## src/rtl/qte_pkg.sv

```systemverilog
// Package for the quaternion to Euler angle core.
// Holds the sideband structs, fixed-point constants and helper functions.
// No dependencies.
package qte_pkg;

  localparam int OutLimit = 23040;
  localparam logic [39:0] OneQ30 = 40'd1 << 30;
  localparam logic signed [25:0] Deg90Q16 = 26'sd5898240;

  // Operands carried alongside the first square root.
  typedef struct packed {
    logic signed [31:0] x;
    logic signed [31:0] y;
    logic signed [31:0] z;
    logic [32:0] sx;
    logic [32:0] sy;
    logic [32:0] sz;
  } qte_vec_side_t;

  // Angle arguments carried alongside the pitch square root.
  typedef struct packed {
    logic signed [39:0] sinr;
    logic signed [39:0] cosr;
    logic signed [39:0] siny;
    logic signed [39:0] cosy;
    logic signed [39:0] sinp;
    logic sat_pos;
    logic sat_neg;
  } qte_ang_side_t;

  typedef struct packed {
    logic sat_pos;
    logic sat_neg;
  } qte_sat_t;

  // atan(2^-i) in Q16 degrees.
  function automatic logic signed [25:0] atan_q16(input int unsigned i);
    logic signed [25:0] a;
    unique case (i)
      0: a = 26'sd2949120;
      1: a = 26'sd1740967;
      2: a = 26'sd919879;
      3: a = 26'sd466945;
      4: a = 26'sd234379;
      5: a = 26'sd117304;
      6: a = 26'sd58666;
      7: a = 26'sd29335;
      8: a = 26'sd14668;
      9: a = 26'sd7334;
      10: a = 26'sd3667;
      11: a = 26'sd1833;
      12: a = 26'sd917;
      13: a = 26'sd458;
      14: a = 26'sd229;
      15: a = 26'sd115;
      16: a = 26'sd57;
      17: a = 26'sd29;
      18: a = 26'sd14;
      19: a = 26'sd7;
      20: a = 26'sd4;
      21: a = 26'sd2;
      22: a = 26'sd1;
      default: a = 26'sd0;
    endcase
    return a;
  endfunction

  function automatic logic [31:0] mag32(input logic signed [31:0] v);
    return v[31] ? 32'(-v) : 32'(v);
  endfunction

  // Q30 rescale of an unsigned product, rounded half up.
  function automatic logic [33:0] rnd30(input logic [63:0] p);
    logic [64:0] s;
    s = 65'(p) + (65'd1 << 29);
    return s[63:30];
  endfunction

  function automatic logic signed [39:0] sgn40(input logic [63:0] p, input logic neg);
    logic signed [39:0] r;
    r = $signed(40'(rnd30(p)));
    return neg ? -r : r;
  endfunction

  // Q16 degrees to Q9.7 degrees, rounded and clamped.
  function automatic logic signed [15:0] to_out(input logic signed [25:0] a);
    logic signed [26:0] s;
    logic signed [17:0] q;
    s = 27'(a) + 27'sd256;
    q = 18'(s >>> 9);
    if (q > 18'sd23040) return 16'sd23040;
    if (q < -18'sd23040) return -16'sd23040;
    return 16'(q);
  endfunction

endpackage

```

## src/rtl/qte_sqrt.sv

```systemverilog
// Pipelined floor square root of (v << 30), one result bit per stage.
// Uses qte_pkg; every stage advances only while en is high.
module qte_sqrt #(
  parameter int SW = 1
) (
  input  logic          clk,
  input  logic          rst,
  input  logic          en,
  input  logic          in_valid,
  input  logic [30:0]   in_val,
  input  logic [SW-1:0] in_side,
  output logic          out_valid,
  output logic [30:0]   out_root,
  output logic [SW-1:0] out_side
);
  import qte_pkg::*;

  localparam int Steps = 31;

  logic          vld  [Steps+1];
  logic [61:0]   rem  [Steps+1];
  logic [61:0]   root [Steps+1];
  logic [SW-1:0] side [Steps+1];

  assign vld[0]  = in_valid;
  assign rem[0]  = {1'b0, in_val, 30'd0};
  assign root[0] = '0;
  assign side[0] = in_side;

  for (genvar k = 0; k < Steps; k++) begin : g_step
    localparam logic [61:0] Bit = 62'd1 << (2 * (Steps - 1 - k));
    logic [61:0] trial;
    logic        take;
    assign trial = root[k] + Bit;
    assign take  = rem[k] >= trial;

    always_ff @(posedge clk) begin
      if (rst) begin
        vld[k+1] <= 1'b0;
      end else if (en) begin
        vld[k+1] <= vld[k];
      end
    end

    always_ff @(posedge clk) begin
      if (en) begin
        rem[k+1]  <= take ? rem[k] - trial : rem[k];
        root[k+1] <= take ? (root[k] >> 1) + Bit : root[k] >> 1;
        side[k+1] <= side[k];
      end
    end
  end

  assign out_valid = vld[Steps];
  assign out_root  = root[Steps][30:0];
  assign out_side  = side[Steps];
endmodule

```

## config.mk

```make
export PLATFORM = sky130hd
export DESIGN_NAME = qte_sqrt
export DESIGN_NICKNAME = d
export VERILOG_FILES = /design/src/rtl/qte_pkg.sv /design/src/rtl/qte_sqrt.sv
export SDC_FILE = /design/constraint.sdc
export NUM_CORES = 2
export LEC_CHECK = 0
export ABC_AREA = 1
export ABC_CLOCK_PERIOD_IN_PS = 4870
export BUFFER_PORTS_ARGS = -buffer_cell sky130_fd_sc_hd__buf_2
export CAP_MARGIN = 20
export CELL_PAD_IN_SITES_DETAIL_PLACEMENT = 0
export CELL_PAD_IN_SITES_GLOBAL_PLACEMENT = 1
export CORE_ASPECT_RATIO = 2
export CORE_MARGIN = 3
export CORE_UTILIZATION = 53
export DETAILED_ROUTE_END_ITERATION = 10
export PLACE_DENSITY = 0.94
export SLEW_MARGIN = 40
export SYNTH_ARGS = -nofsm -noshare
export SYNTH_HDL_FRONTEND = slang
export SYNTH_SLANG_ARGS = --single-unit
```

## constraint.sdc

```tcl
create_clock -name clk -period 4.87 [get_ports clk]
set_input_delay 0.974 -clock clk [delete_from_list [all_inputs] [get_ports clk]]
set_output_delay 0.974 -clock clk [all_outputs]
set_load 0.02 [all_outputs]
```

# Yosys cells after proc, flatten, opt, wreduce, memory -nomap -nowiden
# Cells that the tools add are included.
[word_totals] elab_cells=335 ff_bits=3813 out_inout_bits=33
[op_classes] n_mux=61 n_lt_le_gt_ge=31 n_addsub=90
[op_table] op="$mux 61" n=31
[op_table] op="$ge 62x62->1" n=30
[op_table] op="$mux 62" n=29
[op_table] op="$sub 62x62->62" n=29
[op_table] op="$add 61x11->62 const B" n=1
[op_table] op="$add 61x13->62 const B" n=1
[op_table] op="$add 61x15->62 const B" n=1
[op_table] op="$add 61x17->62 const B" n=1
[op_table] op="$add 61x19->62 const B" n=1
[op_table] op="$add 61x21->62 const B" n=1
[op_table] op="$add 61x23->62 const B" n=1
[op_table] op="$add 61x25->62 const B" n=1
[op_table] op="$add 61x27->62 const B" n=1
[op_table] op="$add 61x29->62 const B" n=1
[op_table] op="$add 61x3->62 const B" n=1
[op_table] op="$add 61x31->62 const B" n=1
[op_table] op="$add 61x33->62 const B" n=1
[op_table] op="$add 61x35->62 const B" n=1
[op_table] op="$add 61x37->62 const B" n=1
[op_table] op="$add 61x39->62 const B" n=1
[op_table] op="$add 61x41->62 const B" n=1
[op_table] op="$add 61x43->62 const B" n=1
[op_table] op="$add 61x45->62 const B" n=1
[op_table] op="$add 61x47->62 const B" n=1
[op_table] op="other kinds (43)" n=43

# Longest topological paths before layout
[depth] depth_word=3 mapped_depth=17

# Least setup slack after synthesis
# OpenSTA, ideal clock, no wires.
[synth_timing] kind="register to register" start="register rem[512] (netlist bit)" end="register rem[479] (netlist bit) (data pin)" arrival_time_ps=2187 synth_period_minus_slack_ps=2442 slack_ps=2428 required_time_ps=4615 stages_incl_launch_ff=15 cell_sequence="edfxtp_1 -> ha_1 -> fa_1 -> nand3_1 -> nand3_2 -> nand2_1 -> nand2_2 -> nand2_1 -> nand2_1 -> nand2_1 -> nand3_2 -> inv_2 -> buf_6 -> buf_6 -> a21oi_2"
[synth_between] elab_chain_cells=2
[synth_lines] element="from (decl)" line_no="qte_sqrt.sv:21" source="logic [61:0] rem [Steps+1];"
[synth_lines] element="from (signal, indexed assignment)" line_no="qte_sqrt.sv:47" source="rem[k+1] <= take ? rem[k] - trial : rem[k];"
[synth_lines] element="$sub 62x62->62 / $ge 62x62->1 (equally long branches)" line_no="qte_sqrt.sv:47, qte_sqrt.sv:35"
[synth_lines] element="$mux 62 *" line_no="qte_sqrt.sv:47"
# Mark *: on every way between the ends. The rest lies on a longest branch, timed or not.
# A chain may end at the register's enable or synchronous reset.

# Final worst setup path
[layout_timing] start="register root[256] (netlist bit)" end="register rem[210] (netlist bit) (data pin)"
[layout_between] elab_chain_cells=3
[layout_lines] element="from (decl)" line_no="qte_sqrt.sv:22" source="logic [61:0] root [Steps+1];"
[layout_lines] element="from (signal, indexed assignment)" line_no="qte_sqrt.sv:48" source="root[k+1] <= take ? (root[k] >> 1) + Bit : root[k] >> 1;"
[layout_lines] element="$add 62x7->62 *" line_no="qte_sqrt.sv:34" source="assign trial = root[k] + Bit;"
[layout_lines] element="$sub 62x62->62 / $ge 62x62->1 (equally long branches)" line_no="qte_sqrt.sv:47, qte_sqrt.sv:35"
[layout_lines] element="$mux 62 *" line_no="qte_sqrt.sv:47"
# Marks and branches as above.

==> flow_summary_export.csv <==
group,metric,value,unit
timing,max_clock_freq,228,MHz
setup_path,arrival,4.91,ns
clocking,cts_root_buffer,"clkbuf_16",
routing,dr.pass1.iters,11,
synthesis,synth_area,0.109,mm²
setup_path,cp.required,5.39,ns
synthesis,ys_ff_latch,1714,
hold_path,whs_path_depth,1,
place,place_congestion,1.27,
run_status,violations,"DRC",
place,place_inst,16500,
synthesis,synth_ff_type,"edfxtp_1",
global_routing,grt_pass1_vias,97700,
floorplanning,fp.dieH,647,µm
power,leakage,52.8,nW
power,irDropWorstVdd,0.000424,V
place,dpl-instance-area,0.112,mm²
clocking,clk_pin_slew,0.07,ns
timing,fin_crit_sh,90.1,%
run,maxCapViolations,0,
synthesis,synth_top_cell_by_area,"edfxtp_1",
routing,wl,461000,µm
setup_path,critPathTopFamily,"simple AND/OR/NAND/NOR gates",
timing,hold_slack,0.232,ns
global_routing,grt.overflow.total,0,
clocking,cts.sinks,1714,
synthesis,avgSynthCellArea,7.90,µm²
timing,hold_violations,0,
hold_path,hold_class,"primary input to flip-flop",
finish,syn2layout_area_growth,8.86,%
timing,relSlewSlack,30.4,%
place,dp_hpwl,360000,µm
routing,via_per_inst,5.80,
routing,drtIter0Drc,7942,
setup_path,cp_max_fo,6,
setup_path,r2r.worst_path.cells,11,
synthesis,netlist_instances,13800,
timing,fin_crit,4.39,ns
finish,n_fill_cell,18700,
setup_path,cp_cell_sequence,"inv_1, ha_1, fa_1, nand3_1, nand3_2, nand2_1, nand3_1, nand2_1, nand2_1, xnor2_1, o21ai_1",
setup_path,cp.depth,11,
finish,final_nets,14500,
global_routing,antenna_found_initial,43,
finish,drive_gt1_share,4.86,%
clocking,cts_made_buffers,169,
synthesis,synth_edf_count,1683,
timing,clock-skew-final,0.0781,ns
routing,via_count,97800,
clocking,post_cts_buffers,0,
timing,drv_slew,0,
clocking,htree_levels,4,
timing,finalSetupTns,0,ns
floorplanning,die_area,0.211,mm²
synthesis,yosysTopAreaCellShare,46.4,%
synthesis,ys_seq_area_share,47.0,%
place,place.port_buffers,68,
setup_path,crit_top_cell,"nand2_1",
floorplanning,die_w,326,µm
run_status,status,"finished, violations left",
setup_path,end_kind,"flip-flop",
synthesis,ys_top_cells_by_area,"edfxtp_1 (46%), nand2_1 (15%), inv_1 (7.9%)",
timing,rsz0062_at_grt,"no",
synthesis,netlist-cell-type-count,58,
setup_path,critPathLaunchType,"flip-flop",
floorplanning,start_util,53.4,%
finish,fin_area,0.118,mm²
clocking,cts-resized-gates,0,
synthesis,yosysWarnings,0,
floorplanning,fp.coreArea,0.204,mm²
clocking,insertion_delay,0.92,ns
floorplanning,ios,69,
power,powerDensity,439,mW/mm²
floorplanning,rows,234,
timing,setup_violations,0,
clocking,cts_tree,"yes",
routing,post_drt_wl_per_cell,27.4,µm
synthesis,synthTopCellsByCount,"nand2_1 (4315), inv_1 (2299), edfxtp_1 (1683), nor2_1 (1400), nand3_1 (765)",
global_routing,track_usage,43.6,%
setup_path,path_buf_inv,1,
finish,final_cells,16900,
routing,ant_nets,0,
setup_path,slowest_delay,0.83,ns
clocking,cts_max_path_buffers,4,
timing,worst_slew_pin_slew,1.04,ns
finish,utilization,58.1,%
routing,drc,2,
synthesis,synthArstFlopShare,0,%
setup_path,critical_path_class,"flip-flop to flip-flop",
synthesis,yosysMostFrequentCell,"nand2_1",
clocking,ctsHoldBuffers,0,
setup_path,cp_slowest_cell,"edfxtp_1",
global_routing,grt_pass1_wl,655000,µm
global_routing,grt_max_degree,132,
-- state kept, by name, indices dropped and copies added (netlist names) --
name and count:
out_root 31, out_side 1, out_valid 1, rem 1156, root 465, side 30
vld 30
-- power by group --
group / switching, mW / internal [mW] / leakage [nW]
Clock: 6.28 / 7.52 / 2.69
Combinational: 11.8 / 4.87 / 33.9
Sequential: 2.67 / 18.9 / 16.1
-- layout make-up --
class / count / area, µm² / area share, %
diodes: 36 / 90.1 / 0.0760
clock buffers: 189 / 4380 / 3.70
clock inverters: 111 / 1180 / 0.994
inverters: 2327 / 8750 / 7.38
multi-input cells: 9599 / 48100 / 40.6
flip-flops and latches: 1714 / 51200 / 43.2
well taps: 2714 / 3400 / 2.87
repair buffers: 166 / 1450 / 1.23
-- per-layer routing --
layer / vias to the layer above / track usage [%] / share of wire (%) / routed length (µm)
li1: 45200 / - / - / -
met4: 30 / 55.4 / 16 / 75300
met5: - / 0.137 / 0.047 / 216
met1: 45200 / 33.6 / 27 / 124000
met3: 2573 / 12.8 / 6.9 / 31900
met2: 4694 / 77.0 / 50 / 230000
-- cells by family (layout without fill, tap and decap cells) --
group	after synthesis	count (layout)	synth area share (%)
AOI/OAI and AO/OA	1408	1408	7.02
xor gates and xnor gates	397	397	3.19
adders and majority gates	508	508	5.94
buffers and inverters	2461	2793	8.91
DFF	1714	1714	47.0
other	1	38	0.00345
and+or+nand+nor	7284	7284	27.9
-- path summary, 6_finish.rpt --
check / startpoint / end / slack (ns)
worst max register to register: root[256] / rem[210] / 0.48
worst min-delay path: in_val[5] / rem[1895] / 0.23
worst max-delay path: root[256] / rem[210] / 0.48
worst min register to register: side[24] / side[23] / 0.41
-- stage by stage --
step	worst slack [ns]	total power [mW]
finish	0.482	52.0
global route	0.399	54.0
CTS	0.871	50.9
detailed placement	0.882	37.3
global placement	0.872	37.2
floorplan	2.43	30.2
-- cells in the final DEF, fill, tap and decap left out, drive strengths merged --
master | netlist | layout
nand2 | 4332 | 4332
a21o | 12 | 12
o221ai | 1 | 1
a31o | 1 | 1
o21ai | 576 | 576
and2 | 30 | 30
a31oi | 3 | 3
o2111ai | 2 | 2
o21bai | 34 | 34
bufinv | 0 | 18
nand4 | 267 | 267
a22oi | 2 | 2
clkinv | 2 | 62
xnor2 | 263 | 263
inv | 2325 | 2342
nor2b | 1 | 1
nor2 | 1420 | 1420
xor2 | 134 | 134
o211ai | 6 | 6
a21boi | 11 | 11
dfxtp | 31 | 31
a211oi | 12 | 12
nand3b | 126 | 126
and3 | 11 | 11
clkinvlp | 0 | 16
diode | 0 | 36
nor4 | 67 | 67
ha | 494 | 494
o21a | 17 | 17
nor3b | 6 | 6
or2 | 58 | 58
fa | 14 | 14
conb | 1 | 2
clkbuf | 14 | 189
edfxtp | 1683 | 1683
buf | 120 | 166
nand3 | 785 | 785
nor3 | 181 | 181
a21oi | 731 | 731
(Power assumes the default switching activity.)
